--- config.mk ---
export PLATFORM = sky130hd
export DESIGN_NAME = ntc_thermistor_linearizer_core_flat
export DESIGN_NICKNAME = d
export VERILOG_FILES = /design/src/rtl/core/ntc_lin_pkg.sv /design/src/rtl/core/ntc_lin_in_if.sv /design/src/rtl/core/ntc_lin_out_if.sv /design/src/rtl/core/ntc_lin_regs.sv /design/src/rtl/core/ntc_lin_div.sv /design/src/rtl/core/ntc_thermistor_linearizer_core.sv /design/src/flat_wrapper.sv
export SDC_FILE = /design/constraint.sdc
export NUM_CORES = 1
export LEC_CHECK = 0
export BUFFER_PORTS_ARGS = -buffer_cell sky130_fd_sc_hd__buf_2
export CAP_MARGIN = 20
export CORE_MARGIN = 3
export CORE_UTILIZATION = 30
export DETAILED_ROUTE_END_ITERATION = 12
export GPL_ROUTABILITY_DRIVEN = 0
export HOLD_SLACK_MARGIN = 0.1
export SLEW_MARGIN = 10
export SYNTH_ARGS = -nofsm -noshare
export SYNTH_HDL_FRONTEND = slang
export SYNTH_SLANG_ARGS = --single-unit
--- constraint.sdc ---
create_clock -name i_clk -period 8.3 [get_ports i_clk]
set_clock_uncertainty 0.2 [all_clocks]
set_input_delay 1.245 -clock i_clk [delete_from_list [all_inputs] [get_ports i_clk]]
set_output_delay 1.245 -clock i_clk [all_outputs]
set_load 0.01 [all_outputs]
--- src/rtl/core/ntc_lin_pkg.sv ---
// Package for the NTC thermistor linearizer core.
// Holds the shared widths, the NTC resistance table, the sequencer states and
// the request and response structs of the shared divider. It has no dependencies.
`default_nettype none

package ntc_lin_pkg;

    localparam int ADC_BITS     = 12;
    localparam int TABLE_POINTS = 17;
    localparam int NTC_ENTRIES  = 17;

    localparam int CODE_W   = 12;
    localparam int RS_W     = 20;
    localparam int TEMP_W   = 8;
    localparam int STATUS_W = 2;
    localparam int TBL_W    = 18;
    localparam int NUM_W    = TBL_W + 3;
    localparam int PROD_W   = CODE_W + RS_W;
    localparam int DIVD_W   = PROD_W;
    localparam int DIVR_W   = (ADC_BITS + 1 > TBL_W) ? ADC_BITS + 1 : TBL_W;
    localparam int DCNT_W   = $clog2(DIVD_W);
    localparam int IDX_W    = $clog2(NTC_ENTRIES);
    localparam int N_SEARCH = (TABLE_POINTS < NTC_ENTRIES) ? TABLE_POINTS : NTC_ENTRIES;
    localparam int ADC_FULL = 1 << ADC_BITS;

    localparam logic [CODE_W-1:0] CODE_MASK =
        (ADC_BITS >= CODE_W) ? {CODE_W{1'b1}} : CODE_W'(ADC_FULL - 1);
    localparam logic [RS_W-1:0] RS_RESET = RS_W'(10700);

    localparam logic [TEMP_W-1:0] TEMP_BASE  = TEMP_W'(-45);
    localparam logic [TEMP_W-1:0] TEMP_ABOVE = TEMP_W'(-88);
    localparam logic [TEMP_W-1:0] TEMP_BELOW = TEMP_W'(88);
    localparam logic [TEMP_W-1:0] TEMP_STEP  = TEMP_W'(5);

    localparam int REG_SERIES_RES = 0;

    typedef enum logic [STATUS_W-1:0] {
        RANGE_IN    = 2'd0,
        RANGE_ABOVE = 2'd1,
        RANGE_BELOW = 2'd2
    } t_range;

    typedef enum logic [2:0] {
        S_IDLE,
        S_START1,
        S_DIV1,
        S_SEARCH,
        S_START2,
        S_DIV2,
        S_OUT
    } t_state;

    typedef struct packed {
        logic              start;
        logic [DIVD_W-1:0] dividend;
        logic [DIVR_W-1:0] divisor;
    } t_div_req;

    typedef struct packed {
        logic              done;
        logic [DIVD_W-1:0] quotient;
        logic [DIVR_W-1:0] remainder;
    } t_div_rsp;

    function automatic logic [TBL_W-1:0] ntc_entry(input logic [IDX_W-1:0] idx);
        logic [TBL_W-1:0] val;
        case (idx)
            5'd0:    val = TBL_W'(205200);
            5'd1:    val = TBL_W'(154800);
            5'd2:    val = TBL_W'(117900);
            5'd3:    val = TBL_W'(90690);
            5'd4:    val = TBL_W'(70370);
            5'd5:    val = TBL_W'(55070);
            5'd6:    val = TBL_W'(43440);
            5'd7:    val = TBL_W'(34530);
            5'd8:    val = TBL_W'(27640);
            5'd9:    val = TBL_W'(22270);
            5'd10:   val = TBL_W'(18060);
            5'd11:   val = TBL_W'(14740);
            5'd12:   val = TBL_W'(12110);
            5'd13:   val = TBL_W'(10000);
            5'd14:   val = TBL_W'(8309);
            5'd15:   val = TBL_W'(6941);
            5'd16:   val = TBL_W'(5828);
            default: val = '0;
        endcase
        return val;
    endfunction

endpackage

`default_nettype wire

--- src/rtl/core/ntc_lin_in_if.sv ---
// Input channel interface of the NTC thermistor linearizer.
// Carries one converter code per transaction; widths come from ntc_lin_pkg.
`default_nettype none

interface ntc_lin_in_if;
    logic                            valid;
    logic                            ready;
    logic [ntc_lin_pkg::CODE_W-1:0]  adc_code;

    modport source (output valid, output adc_code, input ready);
    modport sink   (input valid, input adc_code, output ready);
endinterface

`default_nettype wire

--- src/rtl/core/ntc_lin_out_if.sv ---
// Output channel interface of the NTC thermistor linearizer.
// Carries one temperature and range status per transaction; widths from ntc_lin_pkg.
`default_nettype none

interface ntc_lin_out_if;
    logic                                  valid;
    logic                                  ready;
    logic signed [ntc_lin_pkg::TEMP_W-1:0] temperature_c;
    logic [ntc_lin_pkg::STATUS_W-1:0]      range_status;

    modport source (output valid, output temperature_c, output range_status, input ready);
    modport sink   (input valid, input temperature_c, input range_status, output ready);
endinterface

`default_nettype wire

--- src/rtl/core/ntc_lin_regs.sv ---
// APB-style configuration register file of the NTC thermistor linearizer.
// Holds the series resistance register; depends on ntc_lin_pkg.
`default_nettype none

module ntc_lin_regs (
    input  wire logic                         i_clk,
    input  wire logic                         i_rst_n,
    input  wire logic                         psel,
    input  wire logic                         penable,
    input  wire logic                         pwrite,
    input  wire logic [2:0]                   paddr,
    input  wire logic [31:0]                  pwdata,
    output logic [31:0]                       prdata,
    output logic                              pready,
    output logic [ntc_lin_pkg::RS_W-1:0]      o_series_res
);

    logic [ntc_lin_pkg::RS_W-1:0] r_series_res;
    logic                         sel_series;

    assign sel_series = (32'(paddr[2]) == ntc_lin_pkg::REG_SERIES_RES);

    always_ff @(posedge i_clk) begin
        if (!i_rst_n) begin
            r_series_res <= ntc_lin_pkg::RS_RESET;
        end else if (psel && penable && pwrite && sel_series) begin
            r_series_res <= pwdata[ntc_lin_pkg::RS_W-1:0];
        end
    end

    assign pready       = 1'b1;
    assign prdata       = sel_series ? 32'(r_series_res) : '0;
    assign o_series_res = r_series_res;

endmodule

`default_nettype wire

--- src/rtl/core/ntc_lin_div.sv ---
// Shared restoring divider of the NTC thermistor linearizer, one quotient bit per cycle.
// Used for both the resistance and the interpolation division; depends on ntc_lin_pkg.
`default_nettype none

module ntc_lin_div (
    input  wire logic                  i_clk,
    input  wire logic                  i_rst_n,
    input  wire ntc_lin_pkg::t_div_req i_req,
    output ntc_lin_pkg::t_div_rsp      o_rsp
);

    localparam int DIVD_W = ntc_lin_pkg::DIVD_W;
    localparam int DIVR_W = ntc_lin_pkg::DIVR_W;
    localparam int DCNT_W = ntc_lin_pkg::DCNT_W;

    logic              r_busy;
    logic              r_done;
    logic [DCNT_W-1:0] r_cnt;
    logic [DIVR_W-1:0] r_rem;
    logic [DIVR_W-1:0] r_dvs;
    logic [DIVD_W-1:0] r_quo;
    logic [DIVR_W:0]   shifted;
    logic [DIVR_W:0]   diff;

    assign shifted = {r_rem, r_quo[DIVD_W-1]};
    assign diff    = shifted - {1'b0, r_dvs};

    always_ff @(posedge i_clk) begin
        if (!i_rst_n) begin
            r_busy <= 1'b0;
            r_done <= 1'b0;
            r_cnt  <= '0;
        end else begin
            r_done <= 1'b0;
            if (i_req.start) begin
                r_busy <= 1'b1;
                r_cnt  <= '0;
            end else if (r_busy) begin
                r_cnt <= r_cnt + 1'b1;
                if (r_cnt == DCNT_W'(DIVD_W - 1)) begin
                    r_busy <= 1'b0;
                    r_done <= 1'b1;
                end
            end
        end
    end

    always_ff @(posedge i_clk) begin
        if (i_req.start) begin
            r_quo <= i_req.dividend;
            r_dvs <= i_req.divisor;
            r_rem <= '0;
        end else if (r_busy) begin
            if (!diff[DIVR_W]) begin
                r_rem <= diff[DIVR_W-1:0];
                r_quo <= {r_quo[DIVD_W-2:0], 1'b1};
            end else begin
                r_rem <= shifted[DIVR_W-1:0];
                r_quo <= {r_quo[DIVD_W-2:0], 1'b0};
            end
        end
    end

    assign o_rsp.done      = r_done;
    assign o_rsp.quotient  = r_quo;
    assign o_rsp.remainder = r_rem;

    a_start_busy: assert property (@(posedge i_clk) disable iff (!i_rst_n)
        i_req.start |=> r_busy)
        else $error("divider did not start");

    a_rem_below: assert property (@(posedge i_clk) disable iff (!i_rst_n)
        r_done |-> (r_rem < r_dvs))
        else $error("divider remainder not below divisor");

    a_done_pulse: assert property (@(posedge i_clk) disable iff (!i_rst_n)
        r_done |=> !r_done)
        else $error("divider done held longer than one cycle");

endmodule

`default_nettype wire

--- src/rtl/core/ntc_thermistor_linearizer_core.sv ---
// NTC thermistor linearizer, top level.
// Accepts one divider converter code and returns a temperature in whole degrees and a
// range status. The input channel is a valid/ready sink: a transaction completes when
// valid and ready are both high. Ready is high only while the core is idle, so one item
// is in work at a time. The resistance code*Rs/(2^ADC_BITS-code) is found by a shared
// one-bit-per-cycle restoring divider, then the NTC table is walked one entry per
// cycle, then the same divider forms the interpolation quotient, which is rounded to
// nearest, ties to even, as the divider finishes. Latency from input transaction to
// output valid, set by the two divider passes and the table walk, depends on whether
// the resistance lies above the table, at or below the last entry, or within it. The
// next item is taken the cycle after the result transaction. A stalled receiver holds
// the result in the output register and keeps the core from taking new input.
// Reset (i_rst_n low, synchronous) returns the sequencer to idle and the series
// resistance register to 10700 ohms; there is no clearing pass. The user must write the
// series resistance through the APB-style port at byte address 0 only while the core
// is idle; the block itself does not enforce this.
`default_nettype none

module ntc_thermistor_linearizer_core (
    input  wire logic        i_clk,
    input  wire logic        i_rst_n,
    input  wire logic        psel,
    input  wire logic        penable,
    input  wire logic        pwrite,
    input  wire logic [2:0]  paddr,
    input  wire logic [31:0] pwdata,
    output logic [31:0]      prdata,
    output logic             pready,
    ntc_lin_in_if.sink       i_in,
    ntc_lin_out_if.source    o_out
);

    localparam int TBL_W    = ntc_lin_pkg::TBL_W;
    localparam int IDX_W    = ntc_lin_pkg::IDX_W;
    localparam int NUM_W    = ntc_lin_pkg::NUM_W;
    localparam int PROD_W   = ntc_lin_pkg::PROD_W;
    localparam int DIVD_W   = ntc_lin_pkg::DIVD_W;
    localparam int DIVR_W   = ntc_lin_pkg::DIVR_W;
    localparam int TEMP_W   = ntc_lin_pkg::TEMP_W;
    localparam int STATUS_W = ntc_lin_pkg::STATUS_W;
    localparam logic [IDX_W-1:0] LAST_IDX = IDX_W'(ntc_lin_pkg::N_SEARCH - 1);

    logic [ntc_lin_pkg::RS_W-1:0]   series_res;
    logic [ntc_lin_pkg::CODE_W-1:0] code_m;

    ntc_lin_pkg::t_state  r_state, n_state;
    ntc_lin_pkg::t_div_req div_req;
    ntc_lin_pkg::t_div_rsp div_rsp;

    logic [PROD_W-1:0]   r_prod,   n_prod;
    logic [DIVR_W-1:0]   r_dvs,    n_dvs;
    logic [DIVD_W-1:0]   r_res,    n_res;
    logic [IDX_W-1:0]    r_idx,    n_idx;
    logic [TBL_W-1:0]    r_x1,     n_x1;
    logic [NUM_W-1:0]    r_num,    n_num;
    logic [TBL_W-1:0]    r_den,    n_den;
    logic [TEMP_W-1:0]   r_temp,   n_temp;
    logic [STATUS_W-1:0] r_status, n_status;

    logic [TBL_W-1:0]  entry;
    logic [TBL_W-1:0]  gap;
    logic [TEMP_W-1:0] t_sum;
    logic [DIVR_W:0]   rem_x2;
    logic              round_up;

    ntc_lin_regs u_regs (
        .i_clk        (i_clk),
        .i_rst_n      (i_rst_n),
        .psel         (psel),
        .penable      (penable),
        .pwrite       (pwrite),
        .paddr        (paddr),
        .pwdata       (pwdata),
        .prdata       (prdata),
        .pready       (pready),
        .o_series_res (series_res)
    );

    ntc_lin_div u_div (
        .i_clk   (i_clk),
        .i_rst_n (i_rst_n),
        .i_req   (div_req),
        .o_rsp   (div_rsp)
    );

    assign code_m = i_in.adc_code & ntc_lin_pkg::CODE_MASK;
    assign entry  = ntc_lin_pkg::ntc_entry(r_idx);
    assign gap    = r_x1 - r_res[TBL_W-1:0];
    assign t_sum  = ntc_lin_pkg::TEMP_BASE
                  + TEMP_W'({3'b000, r_idx} * ntc_lin_pkg::TEMP_STEP)
                  + {5'b00000, div_rsp.quotient[2:0]};
    assign rem_x2 = {div_rsp.remainder, 1'b0};
    assign round_up = (rem_x2 > {1'b0, DIVR_W'(r_den)})
                   || ((rem_x2 == {1'b0, DIVR_W'(r_den)}) && t_sum[0]);

    always_ff @(posedge i_clk) begin
        if (!i_rst_n) begin
            r_state <= ntc_lin_pkg::S_IDLE;
        end else begin
            r_state <= n_state;
        end
    end

    always_ff @(posedge i_clk) begin
        r_prod   <= n_prod;
        r_dvs    <= n_dvs;
        r_res    <= n_res;
        r_idx    <= n_idx;
        r_x1     <= n_x1;
        r_num    <= n_num;
        r_den    <= n_den;
        r_temp   <= n_temp;
        r_status <= n_status;
    end

    always_comb begin
        n_state  = r_state;
        n_prod   = r_prod;
        n_dvs    = r_dvs;
        n_res    = r_res;
        n_idx    = r_idx;
        n_x1     = r_x1;
        n_num    = r_num;
        n_den    = r_den;
        n_temp   = r_temp;
        n_status = r_status;
        div_req.start    = 1'b0;
        div_req.dividend = r_prod;
        div_req.divisor  = r_dvs;
        i_in.ready  = 1'b0;
        o_out.valid = 1'b0;
        unique case (r_state)
            ntc_lin_pkg::S_IDLE: begin
                i_in.ready = 1'b1;
                if (i_in.valid) begin
                    n_prod  = PROD_W'(code_m) * PROD_W'(series_res);
                    n_dvs   = DIVR_W'(ntc_lin_pkg::ADC_FULL) - DIVR_W'(code_m);
                    n_state = ntc_lin_pkg::S_START1;
                end
            end
            ntc_lin_pkg::S_START1: begin
                div_req.start = 1'b1;
                n_state       = ntc_lin_pkg::S_DIV1;
            end
            ntc_lin_pkg::S_DIV1: begin
                if (div_rsp.done) begin
                    n_res   = div_rsp.quotient;
                    n_idx   = '0;
                    n_state = ntc_lin_pkg::S_SEARCH;
                end
            end
            ntc_lin_pkg::S_SEARCH: begin
                if (r_res > DIVD_W'(entry)) begin
                    if (r_idx == '0) begin
                        n_temp   = ntc_lin_pkg::TEMP_ABOVE;
                        n_status = ntc_lin_pkg::RANGE_ABOVE;
                        n_state  = ntc_lin_pkg::S_OUT;
                    end else begin
                        n_num   = (NUM_W'(gap) << 2) + NUM_W'(gap);
                        n_den   = r_x1 - entry;
                        n_state = ntc_lin_pkg::S_START2;
                    end
                end else if (r_idx == LAST_IDX) begin
                    n_temp   = ntc_lin_pkg::TEMP_BELOW;
                    n_status = ntc_lin_pkg::RANGE_BELOW;
                    n_state  = ntc_lin_pkg::S_OUT;
                end else begin
                    n_x1  = entry;
                    n_idx = r_idx + 1'b1;
                end
            end
            ntc_lin_pkg::S_START2: begin
                div_req.start    = 1'b1;
                div_req.dividend = DIVD_W'(r_num);
                div_req.divisor  = DIVR_W'(r_den);
                n_state          = ntc_lin_pkg::S_DIV2;
            end
            ntc_lin_pkg::S_DIV2: begin
                if (div_rsp.done) begin
                    n_temp   = t_sum + TEMP_W'(round_up);
                    n_status = ntc_lin_pkg::RANGE_IN;
                    n_state  = ntc_lin_pkg::S_OUT;
                end
            end
            ntc_lin_pkg::S_OUT: begin
                o_out.valid = 1'b1;
                if (o_out.ready) begin
                    n_state = ntc_lin_pkg::S_IDLE;
                end
            end
        endcase
    end

    assign o_out.temperature_c = $signed(r_temp);
    assign o_out.range_status  = r_status;

    a_busy_after_accept: assert property (@(posedge i_clk) disable iff (!i_rst_n)
        (i_in.valid && i_in.ready) |=> !i_in.ready)
        else $error("input taken while an item is in work");

    a_above_value: assert property (@(posedge i_clk) disable iff (!i_rst_n)
        (o_out.valid && o_out.range_status == ntc_lin_pkg::RANGE_ABOVE)
            |-> (r_temp == ntc_lin_pkg::TEMP_ABOVE))
        else $error("above-table result without -88");

    a_below_value: assert property (@(posedge i_clk) disable iff (!i_rst_n)
        (o_out.valid && o_out.range_status == ntc_lin_pkg::RANGE_BELOW)
            |-> (r_temp == ntc_lin_pkg::TEMP_BELOW))
        else $error("below-table result without 88");

endmodule

`default_nettype wire
--- src/flat_wrapper.sv ---
// flat-port wrapper written by rule: the top's interface ports become plain ports
module ntc_thermistor_linearizer_core_flat 
  (i_clk, i_rst_n, psel, penable, pwrite, paddr, pwdata, prdata, pready, i_in_valid, i_in_adc_code, i_in_ready, o_out_valid, o_out_temperature_c, o_out_range_status, o_out_ready);
  ntc_lin_in_if i_in_i ();
  ntc_lin_out_if o_out_i ();
  input  wire logic i_clk;
  input  wire logic i_rst_n;
  input  wire logic psel;
  input  wire logic penable;
  input  wire logic pwrite;
  input  wire logic [2:0] paddr;
  input  wire logic [31:0] pwdata;
  output logic [31:0] prdata;
  output logic pready;
  input wire logic [$bits(i_in_i.valid)-1:0] i_in_valid;
  input wire logic [$bits(i_in_i.adc_code)-1:0] i_in_adc_code;
  output wire logic [$bits(i_in_i.ready)-1:0] i_in_ready;
  output wire logic [$bits(o_out_i.valid)-1:0] o_out_valid;
  output wire logic [$bits(o_out_i.temperature_c)-1:0] o_out_temperature_c;
  output wire logic [$bits(o_out_i.range_status)-1:0] o_out_range_status;
  input wire logic [$bits(o_out_i.ready)-1:0] o_out_ready;
  assign i_in_i.valid = i_in_valid;
  assign i_in_i.adc_code = i_in_adc_code;
  assign i_in_ready = i_in_i.ready;
  assign o_out_valid = o_out_i.valid;
  assign o_out_temperature_c = o_out_i.temperature_c;
  assign o_out_range_status = o_out_i.range_status;
  assign o_out_i.ready = o_out_ready;
  ntc_thermistor_linearizer_core u_core (.i_clk(i_clk), .i_rst_n(i_rst_n), .psel(psel), .penable(penable), .pwrite(pwrite), .paddr(paddr), .pwdata(pwdata), .prdata(prdata), .pready(pready), .i_in(i_in_i), .o_out(o_out_i));
endmodule
Word level (Yosys, flattened, before mapping)
Memories as Yosys holds them, arrays and structs flattened. A register that Yosys moved wholly into a read port is not among the register bits.
Cells that the tools add are included.
{ "op_classes": {"add_sub_neg": 10, "n_mul": 2, "order_cmp": 2, "eq_ne": 17, "mux": 36, "bitwise_logic": 6, "n_reduce_logical": 20} }
{ "op_table": {"columns": ["op", "count"], "rows": [
  ["$mux W32", 2],
  ["$mux W50", 1],
  ["$sub A18 B18 Y18", 2],
  ["$gt A32 B18 Y1", 1],
  ["$mul A12 B20 Y32", 1],
  ["$mux W8", 4],
  ["$add A20 B18 Y21", 1],
  ["$pmux W3 S7", 1],
  ["$mux W20", 1],
  ["$mux W5", 4],
  ["$eq A19 B18 Y1", 1],
  ["$gt A19 B18 Y1", 1],
  ["$sub A19 B18 Y19", 1],
  ["$mux W18", 1],
  ["$mux W3", 6],
  ["$pmux W8 S2", 1],
  ["$sub A13 B12 Y14 const A", 1],
  ["$ne A2 B2 Y1 const B", 6],
  ["$add A5 B1 Y5 const B", 2],
  ["$eq A5 B5 Y1 const B", 2],
  ["$mux W2", 5],
  ["$pmux W5 S2", 1],
  ["$eq A3 B3 Y1 const B", 3],
  ["$add A8 B1 Y8", 1],
  ["other kinds (21)", 43]
]} }
{ "word_totals": {"reg_bits": 252, "mem_bits_ro": 576, "output_inout_bits": 45, "n_memories": 1} }
{ "mem_list": {"columns": ["memory", "words", "width", "rd", "rd_clocked_by_memory_dff", "write_ports", "line", "source"], "rows": [
  ["(no name shown)", 32, 18, 1, 1, 0, "ntc_lin_pkg.sv:67", "case (idx)"]
]} }

Logic depth before layout (Yosys ltp)
Gate-level depths: netlist of the first run.
{ "logic_depth": {"depth_word": 8, "mapped_depth": 23, "depth_no_buf": 21} }

By module
Synthesis of the first run repeated with hierarchy kept, for this count alone.
{ "hier_totals": {"hier_cells": 2290, "hier_area_um2": 22884.4} }
{ "by_module_without_submodules": {"columns": ["mod", "n_inst", "cells_per_inst", "area_each_um2"], "rows": [
  ["ntc_thermistor_linearizer_core", 1, 1823, 17827.1],
  ["ntc_lin_div", 1, 342, 3981.3],
  ["ntc_lin_regs", 1, 125, 1076.0]
]} }

Least setup slack after synthesis of the first run
OpenSTA, ideal clock, no wires.
{ "synth_timing": {"kind": "input to register", "start": "input i_in_adc_code[4]", "end": "register u_core.r_prod[19] (data pin)", "setup_time_ns": 0.258, "t_arrival_ns": 6.476, "setup_slack_ns": 1.366, "cell_stages": 21, "n_path_buf": 3, "cell_sequence": "clkbuf_1 clkbuf_1 nand2_1 fa_1 fa_1 inv_1 fa_1 fa_1 inv_1 fa_1 inv_1 ha_1 clkbuf_1 a21oi_1 a21boi_0 or4b_2 a21o_1 a21oi_1 o21bai_1 a21oi_1 xnor2_1"} }
{ "synth_via": {"elab_chain_len": 1} }
{ "synth_lines": {"columns": ["element", "line", "source"], "rows": [
  ["start: declaration", "flat_wrapper.sv:16", "input wire logic [$bits(i_in_i.adc_code)-1:0] i_in_adc_code;"],
  ["$mul A12 B20 Y32", "ntc_thermistor_linearizer_core.sv:136", "n_prod = PROD_W'(code_m) * PROD_W'(series_res);"],
  ["end signal: assignment", "ntc_thermistor_linearizer_core.sv:105", "r_prod <= n_prod;"],
  ["end: declaration", "ntc_thermistor_linearizer_core.sv:50", "logic [PROD_W-1:0] r_prod, n_prod;"]
]} }
Every way passes these cells.
A chain may end at the register's enable or synchronous reset.

Worst setup path in the final report of the first run
{ "layout_timing": {"start": "input i_in_adc_code[5]", "end": "register u_core.r_prod[30] (data pin)"} }
The elaborated chain is that of the path after synthesis.

==> results of run 1 <==
## through the flow
stage,setup slack [ns],cell area (µm²)
after floorplan,1.37,22500
after global placement,0.912,23700
after detailed placement,0.869,23700
after CTS,1.48,24800
after global routing,1.20,24800
final,1.48,24800
## cells in the final DEF, fill, tap and decap left out, drive strengths merged, types with 82 or more instances in the layout
master / instances
inv: 346
nand2: 305
ha: 200
edfxtp: 199
fa: 186
nor2: 98
a21oi: 94
xnor2: 84
and2: 84
buf: 82
## power groups by stage
stage	clock network (W)	logic, W	registers (W)
floorplan	0	0.00228	0.00202
global placement	0	0.00280	0.00212
detailed placement	0	0.00283	0.00213
CTS	0.00147	0.00285	0.00210
global route	0.00152	0.00324	0.00214
finish	0.00143	0.00281	0.00211
## sequential cells by signal, summed over array words and instances (netlist names)
| name | count |
|---|---|
| u_core.u_div.r_dvs | 18 |
| u_core.u_div.r_rem | 18 |
| u_core.u_div.r_busy | 1 |
| u_core.r_den | 18 |
| u_core.r_state | 3 |
| u_core.r_res | 32 |
| u_core.u_div.r_quo | 32 |
| u_core.r_x1 | 18 |
| u_core.r_num | 21 |
| u_core.r_idx | 5 |
| u_core.u_regs.o_series_res | 20 |
| u_core.entry | 18 |
| u_core.u_div.r_done | 1 |
| u_core.r_dvs | 13 |
| u_core.o_out.range_status | 2 |
| u_core.o_out.temperature_c | 8 |
| u_core.u_div.r_cnt | 5 |
| u_core.r_prod | 32 |
## area by class of cell
class	count	area [µm²]	area share, %
clock buffers	32	779	3.15
clock inverters	25	288	1.16
inverters	343	1290	5.20
multi-input cells	1602	13500	54.4
flip-flops and latches	265	7300	29.4
well taps	959	1200	4.84
repair buffers	82	438	1.77
## Yosys cell counts, drive strengths merged, types with 5 or more instances
cell / number
dfxtp: 66
fa: 186
nor2b: 36
nor2: 98
nor4: 8
buf: 25
or3: 12
and3: 16
nand4: 10
o21a: 27
a211oi: 10
xor2: 25
nand2b: 18
mux2i: 46
nand2: 305
o22ai: 5
edfxtp: 199
o2111ai: 5
o21ai: 77
a21boi: 19
ha: 200
a21oi: 94
o211ai: 13
inv: 343
a22o: 12
mux2: 20
xnor2: 84
o221ai: 6
or2: 8
a211o: 5
nand3: 41
a21o: 25
o21bai: 10
nand3b: 5
clkbuf: 75
nor3: 19
and2: 84
a31oi: 10
## how the worst min path moves through the flow
stage | cells past startpoint | to | slack, ns
after floorplan | 0 | u_core.r_x1[10]$_DFFE_PP_ | 0.21
after global placement | 0 | u_core.r_x1[11]$_DFFE_PP_ | 0.21
after detailed placement | 0 | u_core.r_x1[11]$_DFFE_PP_ | 0.22
after CTS | 0 | u_core.r_x1[9]$_DFFE_PP_ | 0.23
after global routing | 0 | u_core.r_x1[9]$_DFFE_PP_ | 0.25
final | 0 | u_core.r_x1[9]$_DFFE_PP_ | 0.23
## routing by layer
| metal | global-route usage, % | vias up | part of all wire [%] |
|---|---|---|---|
| li1 | - | 7680 | - |
| met1 | 17.8 | 7532 | 48 |
| met2 | 21.4 | 263 | 46 |
| met3 | 1.48 | 47 | 4.1 |
| met4 | 2.61 | 0 | 1.6 |
| met5 | 0 | - | 0 |
## cells by family (layout without fill, tap and decap cells)
group           Yosys count  count (layout)  synth area share (%)
xor+xnor                110             110                  4.35
flops                   265             265                  32.5
buf+inv                 443             482                  7.70
simple gates            671             671                  14.1
fa+ha+maj               386             386                  27.7
compound gates          356             356                  10.5
other cells               2              13                0.0335
mux                      66              66                  3.09
==> impl_metrics.toml, run 1 <==
[floorplan]
io_pins = 99
dieArea_um2 = 78100
coreArea_um2 = 73600
die_h_um = 280
rows = 99
start_util_pct = 30.5
die_w_um = 280

[cells_and_area]
area_delta_synth_final_pct = 10.4
antenna_cells = 0
final_nets = 2765
fin_util_pct = 33.7
drive_gt1_share_pct = 7.58
num-fill-cells = 7552
finalNonFillerCells = 3308

[worst_setup_path]
rr_worst_depth = 18
crit_path_frequent_cell = "fa_1"
critPathCapture = "u_core.r_prod[30]$_DFFE_PP_"
cp.depth = 19
critPathLaunchType = "primary input"
rrSetupSlack_ns = 1.90
r2r-start = "u_core.u_regs.o_series_res[5]$_SDFFE_PN0P_"
cp_slowest_cell = "fa_1"
worstPathCellList = "buf_2 > nand2_1 > fa_1 > fa_1 > fa_1 > inv_1 > fa_1 > inv_1 > fa_1 > inv_1 > ha_1 > or4_1 > o22ai_1 > o211a_1 > o31ai_1 > o41ai_2 > o2111ai_1 > a21oi_1 > xnor2_1"
crit_arrival_ns = 6.95
crit_type = "primary input to flip-flop"
critPathTopFamily = "adder cells"
critical-path-max-stage-delay_ns = 0.59
path_max_fanout = 23
critPathRequiredTime_ns = 8.43
path_buf_inv = 4
startpoint = "i_in_adc_code[5]"
r2r-end = "u_core.r_prod[30]$_DFFE_PP_"
endpoint_kind = "flip-flop"

[clock_network]
cts.sinks = 265
insertion_delay_ns = 0.60
cts_tree = "built"
clk_path_buf_depth = 3
post_cts_resized = 0
path_clk_slew_ns = 0.06
cts_buffers = 31
cts_root_buffer = "clkbuf_16"
cts_setup_buffers = 0
hold_buffers = 0
htreeDepth = 1

[synth]
synth_largest_area_cell = "edfxtp_1"
syn_avg_cell_area_um2 = 9.76
synth_flop_cell = "edfxtp_1"
ys_ff_latch = 265
synth_edf_count = 199
synth.top_cell.area_share_pct = 26.6
synth-seq-area-share_pct = 32.5
synth_cell_types = 76
synth_cells = 2299
synth-warning-count = 0
netlist_area_um2 = 22400
synth_area_leaders = "edfxtp_1 27%, fa_1 17%, ha_1 11%"
synth-async-reset-ratio_pct = 0

[timing]
hold_ws_ns = 0.227
rsz0062_at_grt = "no"
fin_setup_tns_ns = 0
setup_violations = 0
drv_slew = 0
max_freq_mhz = 147
slew_headroom_pct = 39.6
fin_crit_ns = 6.82
finalCritPeriodShare_pct = 82.2
hold_violations = 0
worstMarginPinSlew_ns = 0.902

[route]
vias = 15500
wirelength_um = 49400
vias_per_cell = 4.69
drt_first_pass_iters = 5
wire_per_inst_um = 14.9
drtIter0Drc = 727
drc = 0
ant_nets = 0

[pwr]
seqPwrFrac_pct = 33.2
p_clk_share_pct = 22.5
p_total_w = 0.00635
combinationalPowerShare_pct = 44.3
p_leak_nw = 11.0
p_int_w = 0.00395
ir_drop_mv = 0.170
power_density_nw_per_um2 = 256
switchingPower_w = 0.00240
swShare_pct = 37.7

[grt]
first_global_vias = 15600
grt_max_degree = 63
antenna_found_initial = 0
grt-ovfl-total = 0
grt_pass1_wl_um = 82100
grt_util_all_layers_pct = 12.8

[placed_design]
port_buffers = 71
dp.cells = 3251
place_hpwl_um = 37800

[min_path]
min_from = "u_core.entry[9]$_DFF_P_"
hp-class = "flip-flop to flip-flop"

[status]
status = "completed"

[job]
max_cap_viol_count = 0
(Power assumes the default switching activity.)
==> run 2, diff against run 1 <==
==> constraint.sdc (replaced) <==
create_clock -name i_clk -period 6.8 [get_ports i_clk]
set_clock_uncertainty 0.2 [all_clocks]
set_input_delay 1.02 -clock i_clk [delete_from_list [all_inputs] [get_ports i_clk]]
set_output_delay 1.02 -clock i_clk [all_outputs]
set_load 0.01 [all_outputs]
==> impl_metrics.toml, run 2 (synthesized netlist as in run 1, its figures left out) <==
[timing]
fin_crit_ns = 6.23
worstMarginPinSlew_ns = 1.04
rsz0062_at_grt = "no"
max_freq_mhz = 161
setup_violations = 0
hold_violations = 0
slew_headroom_pct = 30.3
finalCritPeriodShare_pct = 91.6
drv_slew = 0

[worst_setup_path]
endpoint_kind = "flip-flop"
path_max_fanout = 14
critical-path-max-stage-delay_ns = 0.70
crit_path_frequent_cell = "fa_1"
critPathRequiredTime_ns = 6.87
critPathLaunchType = "flip-flop"
critPathTopFamily = "adder cells"
cp_slowest_cell = "dfxtp_1"
rrSetupSlack_ns = 0.57
worstPathCellList = "nand2_1 > fa_1 > fa_1 > inv_1 > fa_1 > fa_1 > inv_1 > fa_1 > inv_1 > ha_1 > or4_1 > o22ai_1 > o211a_1 > o31ai_1 > o41ai_2 > o2111ai_1 > a21oi_1 > xnor2_1"
cp.depth = 18
path_buf_inv = 3
rr_worst_depth = 18
crit_arrival_ns = 6.30
crit_type = "flip-flop to flip-flop"

[placed_design]
dp.cells = 3306
port_buffers = 71
place_hpwl_um = 39300

[floorplan]
start_util_pct = 30.5
coreArea_um2 = 73600
dieArea_um2 = 78100
die_w_um = 280
rows = 99
io_pins = 99
die_h_um = 280

[route]
drtIter0Drc = 884
wire_per_inst_um = 14.9
ant_nets = 0
vias = 15700
drc = 0
wirelength_um = 50300
vias_per_cell = 4.66
drt_first_pass_iters = 5

[cells_and_area]
num-fill-cells = 7511
final_nets = 2823
drive_gt1_share_pct = 9.60
top_regs = "u_core.r_prod (32), u_core.r_res (32), u_core.u_div.r_quo (32)"
final_common_cell = "inv_1"
layout_common_cells = "343 x inv_1, 305 x nand2_1, 200 x ha_1"
area_delta_synth_final_pct = 12.3
finalNonFillerCells = 3366
antenna_cells = 0

[pwr]
ir_drop_mv = 0.175
p_leak_nw = 11.3
p_total_w = 0.00795
power_density_nw_per_um2 = 315

[clock_network]
clk_path_buf_depth = 3
htreeDepth = 2
cts_setup_buffers = 0
cts_root_buffer = "clkbuf_16"
cts.sinks = 265
post_cts_resized = 0
path_clk_slew_ns = 0.06
cts_buffers = 34
insertion_delay_ns = 0.54
hold_buffers = 0
cts_tree = "built"

[grt]
grt_max_degree = 46
first_global_vias = 15800
antenna_found_initial = 0
grt_util_all_layers_pct = 12.9
grt-ovfl-total = 0
grt_pass1_wl_um = 82500

[min_path]
min_path_cells = 0
hp-class = "flip-flop to flip-flop"

[status]
status = "completed"

[job]
max_cap_viol_count = 0
[run 2: cell count changes in the layout (fill, tap and decap cells not counted)]
| cell | before | now |
|---|---|---|
| clkinv_1 | 4 | 3 |
| clkbuf_1 | 1 | 7 |
| clkinvlp_4 | 4 | 1 |
| inv_4 | 0 | 1 |
| buf_12 | 0 | 1 |
| inv_6 | 1 | 3 |
| clkinv_2 | 7 | 3 |
| bufinv_16 | 5 | 1 |
| inv_8 | 1 | 0 |
| clkbuf_16 | 31 | 35 |
| clkbuf_8 | 0 | 3 |
| buf_4 | 11 | 65 |
[run 2: layer usage]
metal  track usage [%]  up-vias  share of wire (%)
met5                 0        -                  0
met4              3.01        0                1.9
met3              2.06       58                4.5
met2              21.7      287                 47
met1              17.6     7540                 47
li1                  -     7784                  -
[run 2: final cells by class]
cell class | instances | area (µm²) | share of cell area (%)
repair buffers | 137 | 863 | 3.42
clock inverters | 15 | 134 | 0.531
well taps | 959 | 1200 | 4.76
flip-flops and latches | 265 | 7300 | 28.9
multi-input cells | 1602 | 13500 | 53.5
inverters | 343 | 1290 | 5.11
clock buffers | 45 | 943 | 3.74
[run 2: metrics by stage]
step	setup TNS, ns	cell area, µm²	setup slack, ns	utilization, %	hold WS [ns]
finish	0	25200	0.573	34.3	0.219
global route	0	25200	0.161	34.3	0.233
CTS	0	25200	0.528	34.3	0.213
detailed placement	-0.0171	24100	-0.0171	32.8	0.223
global placement	0	24100	0.0362	32.8	0.212
floorplan	0	22500	0.0909	-	0.208
[run 2: worst paths after layout]
check	endpoint	from
worst max-delay path	u_core.r_prod[30]$_DFFE_PP_	u_core.u_regs.o_series_res[2]$_SDFFE_PN1P_
worst min-delay path	u_core.r_x1[8]$_DFFE_PP_	u_core.entry[8]$_SDFF_PP0_
worst max register to register	u_core.r_prod[30]$_DFFE_PP_	u_core.u_regs.o_series_res[2]$_SDFFE_PN1P_
worst min register to register	u_core.r_x1[8]$_DFFE_PP_	u_core.entry[8]$_SDFF_PP0_
[run 2: report_power, final]
part / internal [W] / switching [W] / leakage (nW) / total [W]
combinational: 0.00167 / 0.00201 / 8.40 / 0.00367
sequential: 0.00233 / 0.000211 / 2.39 / 0.00254
clock: 0.00103 / 0.000713 / 0.528 / 0.00174
total: 0.00502 / 0.00293 / 11.3 / 0.00795
